## src/rtl/core/afhf_pkg.sv

```systemverilog
`default_nettype none
package afhf_pkg;

	// Item kinds carried on the input tuser
	typedef enum logic [1:0] {
		KIND_HEADER   = 2'd0,
		KIND_NAME     = 2'd1,
		KIND_NAME_END = 2'd2,
		KIND_PAYLOAD  = 2'd3
	} afhf_kind_t;

	// Sequencer states of the framer
	typedef enum logic [2:0] {
		ST_IDLE,
		ST_CONV,
		ST_DIGITS,
		ST_COLON,
		ST_END_COLON
	} afhf_state_t;

	// Header number being serialized
	localparam logic [1:0] FLD_TOTAL  = 2'd0;
	localparam logic [1:0] FLD_NUMBER = 2'd1;
	localparam logic [1:0] FLD_SIZE   = 2'd2;

	localparam logic [15:0] MAX_PAYLOAD = 16'd1000;
	localparam logic [7:0]  ZERO_CHAR   = 8'h30;
	localparam logic [7:0]  COLON_CHAR  = 8'h3A;
	localparam logic [7:0]  NUL_CHAR    = 8'h00;

	// floor(v / 10) == (v * DIV10_RECIP) >> DIV10_SHIFT for every 32-bit v
	localparam logic [31:0] DIV10_RECIP = 32'hCCCC_CCCD;
	localparam int          DIV10_SHIFT = 35;
	localparam int          MAX_DIGITS  = 10;

	// Request from the sequencer to the decimal converter
	typedef struct packed {
		logic        start;
		logic        pop;
		logic [31:0] value;
	} afhf_conv_req_t;

	// Converter status back to the sequencer
	typedef struct packed {
		logic       busy;
		logic [3:0] cnt;
		logic [3:0] digit;
	} afhf_conv_stat_t;

endpackage
`default_nettype wire

```

## src/rtl/core/ascii_fragment_header_framer.sv

```systemverilog
// Fragment framer: turns a stream of requests into the bytes of one
// file-transfer fragment.
// Input channel s_axis: tuser holds the kind (header, name byte, end of
// name, payload byte); tdata holds the header numbers and the byte.
// Output channel m_axis: one byte per transfer in tdata, tlast on the last
// byte caused by a request, tuser[0] on the final payload byte of the
// fragment.
// Name and payload bytes: accepted, then shown on the next cycle, one per
// cycle while the output is not stalled. End of name: a NUL byte, then a
// colon. Payload bytes beyond the size given in the header are dropped.
// Header: each of the three numbers is converted by one shared
// divide-by-ten unit (multiply by reciprocal), then its digits and colon
// are sent, one per cycle while the output is not stalled; a zero number
// sends only its colon. No request is taken while a header is converted
// and sent.
// A stalled receiver holds the output register and the block waits; no
// request is taken while the output register is full and not drained.
// Reset clears the stored payload size and count, so payload bytes before
// the first header are dropped.
`default_nettype none
module ascii_fragment_header_framer (
	input  wire logic        clk,
	input  wire logic        arst_n,
	input  wire logic        s_axis_tvalid,
	output logic             s_axis_tready,
	// tdata: total_count[31:0], fragment_number[63:32], payload_size[73:64],
	//        byte_value[81:74], zero fill[87:82]
	input  wire logic [87:0] s_axis_tdata,
	// tuser: kind[1:0]
	input  wire logic [1:0]  s_axis_tuser,
	output logic             m_axis_tvalid,
	input  wire logic        m_axis_tready,
	// tdata: out_byte[7:0]
	output logic [7:0]       m_axis_tdata,
	output logic             m_axis_tlast,
	// tuser: packet_end[0]
	output logic [0:0]       m_axis_tuser
);

	afhf_pkg::afhf_state_t     state_q, state_d;
	afhf_pkg::afhf_conv_req_t  conv_req;
	afhf_pkg::afhf_conv_stat_t conv_stat;
	afhf_pkg::afhf_kind_t      kind;

	logic [31:0] total;
	logic [31:0] frag_num;
	logic [9:0]  size;
	logic [7:0]  byte_in;

	logic [31:0] num_q;
	logic [9:0]  size_q;
	logic [1:0]  fld_q;
	logic [9:0]  exp_q;
	logic [9:0]  seen_q;
	logic        m_valid_q;
	logic [7:0]  m_byte_q;
	logic        m_last_q;
	logic        m_pend_q;

	logic        load_ok;
	logic        accept;
	logic        load;
	logic [7:0]  ld_byte;
	logic        ld_last;
	logic        ld_pend;
	logic        hdr_load;
	logic        seen_inc;
	logic        fld_inc;
	logic [9:0]  exp_d;
	logic [9:0]  seen_next;

	assign total    = s_axis_tdata[31:0];
	assign frag_num = s_axis_tdata[63:32];
	assign size     = s_axis_tdata[73:64];
	assign byte_in  = s_axis_tdata[81:74];
	assign kind     = afhf_pkg::afhf_kind_t'(s_axis_tuser);

	assign load_ok   = !m_valid_q || m_axis_tready;
	assign seen_next = seen_q + 10'd1;
	assign exp_d     = ({6'b0, size} > afhf_pkg::MAX_PAYLOAD) ?
		afhf_pkg::MAX_PAYLOAD[9:0] : size;

	// Shared decimal converter
	afhf_dec_conv u_conv (
		.clk    (clk),
		.arst_n (arst_n),
		.req    (conv_req),
		.stat   (conv_stat)
	);

	// Hold the sequencer state
	always_ff @(posedge clk or negedge arst_n) begin
		if (!arst_n) begin
			state_q <= afhf_pkg::ST_IDLE;
		end else begin
			state_q <= state_d;
		end
	end

	// Sequence requests, conversions and output bytes
	always_comb begin
		state_d        = state_q;
		s_axis_tready  = 1'b0;
		accept         = 1'b0;
		load           = 1'b0;
		ld_byte        = afhf_pkg::NUL_CHAR;
		ld_last        = 1'b0;
		ld_pend        = 1'b0;
		hdr_load       = 1'b0;
		seen_inc       = 1'b0;
		fld_inc        = 1'b0;
		conv_req.start = 1'b0;
		conv_req.pop   = 1'b0;
		conv_req.value = total;
		unique case (state_q)
			afhf_pkg::ST_IDLE: begin
				s_axis_tready = load_ok;
				accept        = s_axis_tvalid && load_ok;
				if (accept) begin
					unique case (kind)
						afhf_pkg::KIND_HEADER: begin
							hdr_load       = 1'b1;
							conv_req.start = 1'b1;
							conv_req.value = total;
							state_d        = afhf_pkg::ST_CONV;
						end
						afhf_pkg::KIND_NAME: begin
							load    = 1'b1;
							ld_byte = byte_in;
							ld_last = 1'b1;
						end
						afhf_pkg::KIND_NAME_END: begin
							load    = 1'b1;
							ld_byte = afhf_pkg::NUL_CHAR;
							state_d = afhf_pkg::ST_END_COLON;
						end
						afhf_pkg::KIND_PAYLOAD: begin
							// drop bytes beyond the announced size
							if (seen_q < exp_q) begin
								load     = 1'b1;
								ld_byte  = byte_in;
								ld_last  = 1'b1;
								ld_pend  = (seen_next == exp_q);
								seen_inc = 1'b1;
							end
						end
					endcase
				end
			end
			afhf_pkg::ST_CONV: begin
				if (!conv_stat.busy) begin
					state_d = afhf_pkg::ST_DIGITS;
				end
			end
			afhf_pkg::ST_DIGITS: begin
				if (conv_stat.cnt == 4'd0) begin
					state_d = afhf_pkg::ST_COLON;
				end else if (load_ok) begin
					load         = 1'b1;
					ld_byte      = afhf_pkg::ZERO_CHAR + {4'b0, conv_stat.digit};
					conv_req.pop = 1'b1;
					if (conv_stat.cnt == 4'd1) begin
						state_d = afhf_pkg::ST_COLON;
					end
				end
			end
			afhf_pkg::ST_COLON: begin
				if (load_ok) begin
					load    = 1'b1;
					ld_byte = afhf_pkg::COLON_CHAR;
					ld_last = (fld_q == afhf_pkg::FLD_SIZE);
					if (fld_q == afhf_pkg::FLD_SIZE) begin
						state_d = afhf_pkg::ST_IDLE;
					end else begin
						conv_req.start = 1'b1;
						conv_req.value = (fld_q == afhf_pkg::FLD_TOTAL) ?
							num_q : {22'b0, size_q};
						fld_inc        = 1'b1;
						state_d        = afhf_pkg::ST_CONV;
					end
				end
			end
			afhf_pkg::ST_END_COLON: begin
				if (load_ok) begin
					load    = 1'b1;
					ld_byte = afhf_pkg::COLON_CHAR;
					ld_last = 1'b1;
					state_d = afhf_pkg::ST_IDLE;
				end
			end
			default: begin
				state_d = afhf_pkg::ST_IDLE;
			end
		endcase
	end

	// Track the payload count, the header field under conversion and output valid
	always_ff @(posedge clk or negedge arst_n) begin
		if (!arst_n) begin
			exp_q     <= '0;
			seen_q    <= '0;
			fld_q     <= afhf_pkg::FLD_TOTAL;
			m_valid_q <= 1'b0;
		end else begin
			if (hdr_load) begin
				exp_q  <= exp_d;
				seen_q <= '0;
				fld_q  <= afhf_pkg::FLD_TOTAL;
			end else begin
				if (seen_inc) begin
					seen_q <= seen_next;
				end
				if (fld_inc) begin
					fld_q <= fld_q + 2'd1;
				end
			end
			if (load) begin
				m_valid_q <= 1'b1;
			end else if (m_axis_tready) begin
				m_valid_q <= 1'b0;
			end
		end
	end

	// Hold the header numbers and the output payload
	always_ff @(posedge clk) begin
		if (hdr_load) begin
			num_q  <= frag_num;
			size_q <= size;
		end
		if (load) begin
			m_byte_q <= ld_byte;
			m_last_q <= ld_last;
			m_pend_q <= ld_pend;
		end
	end

	assign m_axis_tvalid   = m_valid_q;
	assign m_axis_tdata    = m_byte_q;
	assign m_axis_tlast    = m_last_q;
	assign m_axis_tuser[0] = m_pend_q;

endmodule
`default_nettype wire

```

## src/rtl/core/afhf_dec_conv.sv

```systemverilog
`default_nettype none
module afhf_dec_conv (
	input  wire logic                     clk,
	input  wire logic                     arst_n,
	input  wire afhf_pkg::afhf_conv_req_t req,
	output afhf_pkg::afhf_conv_stat_t     stat
);

	localparam int QW = 64 - afhf_pkg::DIV10_SHIFT;

	logic        busy_q;
	logic        phase_q;
	logic [3:0]  cnt_q;
	logic [31:0] v_q;
	logic [63:0] prod_q;
	logic [3:0]  stk_q [afhf_pkg::MAX_DIGITS];

	logic [QW-1:0] quot;
	logic [3:0]    rem;

	// Quotient from the registered product, remainder by shift-add on the low bits
	always_comb begin
		quot = prod_q[63:afhf_pkg::DIV10_SHIFT];
		rem  = v_q[3:0] - ({quot[0], 3'b000} + {quot[2:0], 1'b0});
	end

	// Control: alternate product and update phases until v is zero; pops count down
	always_ff @(posedge clk or negedge arst_n) begin
		if (!arst_n) begin
			busy_q  <= 1'b0;
			phase_q <= 1'b0;
			cnt_q   <= '0;
		end else if (req.start) begin
			busy_q  <= (req.value != '0);
			phase_q <= 1'b0;
			cnt_q   <= '0;
		end else if (busy_q) begin
			phase_q <= ~phase_q;
			if (phase_q) begin
				cnt_q  <= cnt_q + 4'd1;
				busy_q <= (quot != '0);
			end
		end else if (req.pop) begin
			cnt_q <= cnt_q - 4'd1;
		end
	end

	// Datapath: value, product and the digit stack (least significant pushed first)
	always_ff @(posedge clk) begin
		if (req.start) begin
			v_q <= req.value;
		end else if (busy_q) begin
			if (!phase_q) begin
				prod_q <= v_q * afhf_pkg::DIV10_RECIP;
			end else begin
				v_q      <= {{(32-QW){1'b0}}, quot};
				stk_q[0] <= rem;
				for (int i = 1; i < afhf_pkg::MAX_DIGITS; i++) begin
					stk_q[i] <= stk_q[i-1];
				end
			end
		end else if (req.pop) begin
			for (int i = 0; i < afhf_pkg::MAX_DIGITS - 1; i++) begin
				stk_q[i] <= stk_q[i+1];
			end
		end
	end

	assign stat.busy  = busy_q;
	assign stat.cnt   = cnt_q;
	assign stat.digit = stk_q[0];

endmodule
`default_nettype wire

```

## config.mk

```make
export PLATFORM = sky130hd
export DESIGN_NAME = ascii_fragment_header_framer
export DESIGN_NICKNAME = d
export VERILOG_FILES = /design/src/rtl/core/afhf_pkg.sv /design/src/rtl/core/ascii_fragment_header_framer.sv /design/src/rtl/core/afhf_dec_conv.sv
export SDC_FILE = /design/constraint.sdc
export NUM_CORES = 1
export LEC_CHECK = 0
export BUFFER_PORTS_ARGS = -buffer_cell sky130_fd_sc_hd__buf_2
export CAP_MARGIN = 30
export CORE_MARGIN = 2
export CORE_UTILIZATION = 40
export CTS_CLUSTER_SIZE = 25
export DETAILED_ROUTE_END_ITERATION = 6
export PLACE_DENSITY = 0.56
export SLEW_MARGIN = 20
export SYNTH_ARGS = -nofsm -noshare
export SYNTH_HDL_FRONTEND = slang
export SYNTH_SLANG_ARGS = --single-unit
export TNS_END_PERCENT = 20
```

## constraint.sdc

```tcl
create_clock -name clk -period 17.42 [get_ports clk]
set_clock_uncertainty 0.2 [all_clocks]
set_input_delay 2.613 -clock clk [delete_from_list [all_inputs] [get_ports clk]]
set_output_delay 2.613 -clock clk [all_outputs]
set_load 0.05 [all_outputs]
```

==> out/metrics.csv <==
metric,value,unit
io_pins,106,
required,17.41,ns
setup.worst_path.class,flip-flop to flip-flop,
final_antenna_net_count,0,
cts.sinks,185,
setup_viol,0,
nFillCells,6163,
arrival,8.57,ns
num_antenna_cells,0,
synth_nets,3328,
synth_async_sr_flop_share,0.173,
rsz0062_at_grt,no,
cts_tree,done,
synth_top_area_frac,0.302,
finalMaxSlewViolations,0,
portBuffers,99,
final_cell_mix,"560 x inv_1, 386 x fa_1, 371 x ha_1",
timing.rr.start,u_conv.v_q[8]$_DFFE_PP_,
holdPathEnd,u_conv.stk_q[0][38]$_DFFE_PP_,
gp_congestion,0.957,
die_x,257,µm
r2r_end,u_conv.prod_q[61]$_DFFE_PP_,
netlist_instances,2477,
avgSynthCellArea,10.3,µm²
whs_path_depth,0,
drtIter0Drc,1211,
rrSetupSlack,8.83,ns
grt.total_usage,0.223,
cts_root_buffer,clkbuf_16,
fin_crit_sh,0.493,
end_kind,flip-flop,
synth-xor-area-share,0.0336,
grt_pass1_vias,19100,
grt_pass1_wl,112000,µm
synth_ff_type,edfxtp_1,
relSlewSlack,0.433,
fin_crit,8.59,ns
wire_per_inst,20.9,µm
layout_commonest_cell,inv_1,
grt_max_degree,94,
cts_buffers,17,
die_h,257,µm
synth_top_family_by_area,adder cells,
cts-htree-levels,4,
yosysSeqAreaShare,0.211,
grt_overflow,0,
drc,0,
coreArea,0.0631,mm²
hold_start,u_conv.stk_q[0][34]$_DFFE_PP_,
yosysTopAreaCell,fa_1,
status,completed,
synth-adder-area-share,0.484,
via_per_inst,5.23,
syn_area,0.0256,mm²
fp.dieArea,0.0660,mm²
first_pass_iters,5,
cp_max_fo,7,
hold_buffers,0,
drt_wl_total,71300,µm
max_freq,116,MHz
grt_antenna_before_repair,0,
worst_hold_slack,0.270,ns
postCtsResizedCells,0,
synth_mux_area_frac,0.00509,
clockBufferDepth,2,
synthDistinctLibCells,83,
drive_above_1_share,0.0682,
initial_core_util,0.405,
num_vias,17800,
r2r_cells,22,
start_kind,flip-flop,
synth-edff-count,153,
synth_area_leaders,"fa_1 30%, ha_1 18%, edfxtp_1 18%",
maxCapViolCount,0,
ys_seq_elements,185,
cts.clk_slew.worst_paths,0.08,ns
fp-row-count,92,
yosysWarnings,0,
finalHoldViolations,0,
worstMarginPinSlew,0.851,ns
place_hpwl,61200,µm
post_cts.repair.setup_buffers,0,
synth_compound_area_frac,0.0878,
holdCritPathClass,flip-flop to flip-flop,
synth-simple-area-share,0.0838,
clock_latency,0.44,ns
area_growth,7.87,%
fin_tns_setup,0,ns
finalNetCount,3403,
-- per-stage QoR --
step	instance area (µm²)	setup slack (ns)	instances	util
2_1_floorplan	25600	10.39	2477	-
3_5_place_dp	27000	8.91	3376	0.427
5_1_grt	27600	8.50	3411	0.437
4_1_cts	27500	8.87	3408	0.437
3_3_place_gp	26900	8.94	3374	0.427
6_report	27600	8.83	3411	0.437
-- registers in the layout, summed over array words and instances (netlist names), 2 cells and up --
name / cells
u_conv.v_q: 32
m_axis_tdata: 8
state_q: 3
fld_q: 2
u_conv.stk_q: 40
u_conv.prod_q: 29
seen_q: 10
num_q: 32
exp_q: 10
size_q: 10
u_conv.cnt_q: 4
-- cell families (layout without fill, tap and decap cells) --
group	after synthesis	after routing
adder cells (fa/ha/maj)	757	757
buffers and inverters	620	708
AND/OR/NAND/NOR	459	459
AO/OA/AOI/OAI	345	345
flip-flops	185	185
XOR/XNOR	98	98
multiplexers	13	13
-- cell usage after synthesis (all sizes together) (18+ instances only) --
cell type,count
inv,561
fa,386
ha,371
nand2,233
edfxtp,153
a21oi,111
o21ai,65
nor2,61
xor2,50
clkbuf,48
xnor2,48
a21o,46
a31oi,33
dfrtp,32
nand3,26
nand4,19
nor3,19
nor4,18
-- layout make-up --
cell class	instances	area (µm²)	share of cell area
inverters	561	2110	0.0763
clock buffers	17	425	0.0154
repair buffers	115	668	0.0242
flip-flops and latches	185	5400	0.196
multi-input cells	1672	17800	0.644
clock inverters	15	156	0.00567
well taps	846	1060	0.0384
-- metal layers --
layer / track usage / wire length [µm] / vias up
li1: - / - / 8215
met3: 0.0325 / 4100 / 79
met5: 0 / 0 / -
met2: 0.365 / 33700 / 536
met1: 0.311 / 32000 / 8996
met4: 0.0559 / 1520 / 0
-- critical path, cell delays in order, from the launching register on --
cell and delay (ns):
edfxtp_1 0.68, ha_1 0.56, inv_1 0.20, fa_1 0.57
inv_1 0.05, fa_1 0.50, inv_1 0.05, fa_1 0.50
inv_1 0.06, fa_1 0.56, fa_1 0.43, fa_1 0.63
fa_1 0.47, ha_1 0.38, a21oi_1 0.23, o21ai_0 0.18
a2111o_1 0.43, a311oi_1 0.35, a311oi_1 0.23, nor4_1 0.47
nor2_1 0.22, a31oi_1 0.25, xnor2_1 0.11
-- worst max path at each step --
| stage | from | to | slack (ns) | cells after the start |
|---|---|---|---|---|
| 2_1_floorplan | u_conv.v_q[9]$_DFFE_PP_ | u_conv.prod_q[49]$_DFFE_PP_ | 10.39 | 23 |
| 3_3_place_gp | u_conv.v_q[8]$_DFFE_PP_ | u_conv.prod_q[61]$_DFFE_PP_ | 8.94 | 22 |
| 5_1_grt | u_conv.v_q[8]$_DFFE_PP_ | u_conv.prod_q[57]$_DFFE_PP_ | 8.50 | 22 |
| 6_report | u_conv.v_q[8]$_DFFE_PP_ | u_conv.prod_q[61]$_DFFE_PP_ | 8.83 | 22 |
| 3_5_place_dp | u_conv.v_q[8]$_DFFE_PP_ | u_conv.prod_q[61]$_DFFE_PP_ | 8.91 | 22 |
| 4_1_cts | u_conv.v_q[8]$_DFFE_PP_ | u_conv.prod_q[61]$_DFFE_PP_ | 8.87 | 22 |
Power is not shown: default switching activity piles up to over one toggle a cycle in this logic, so the estimate is an artifact.
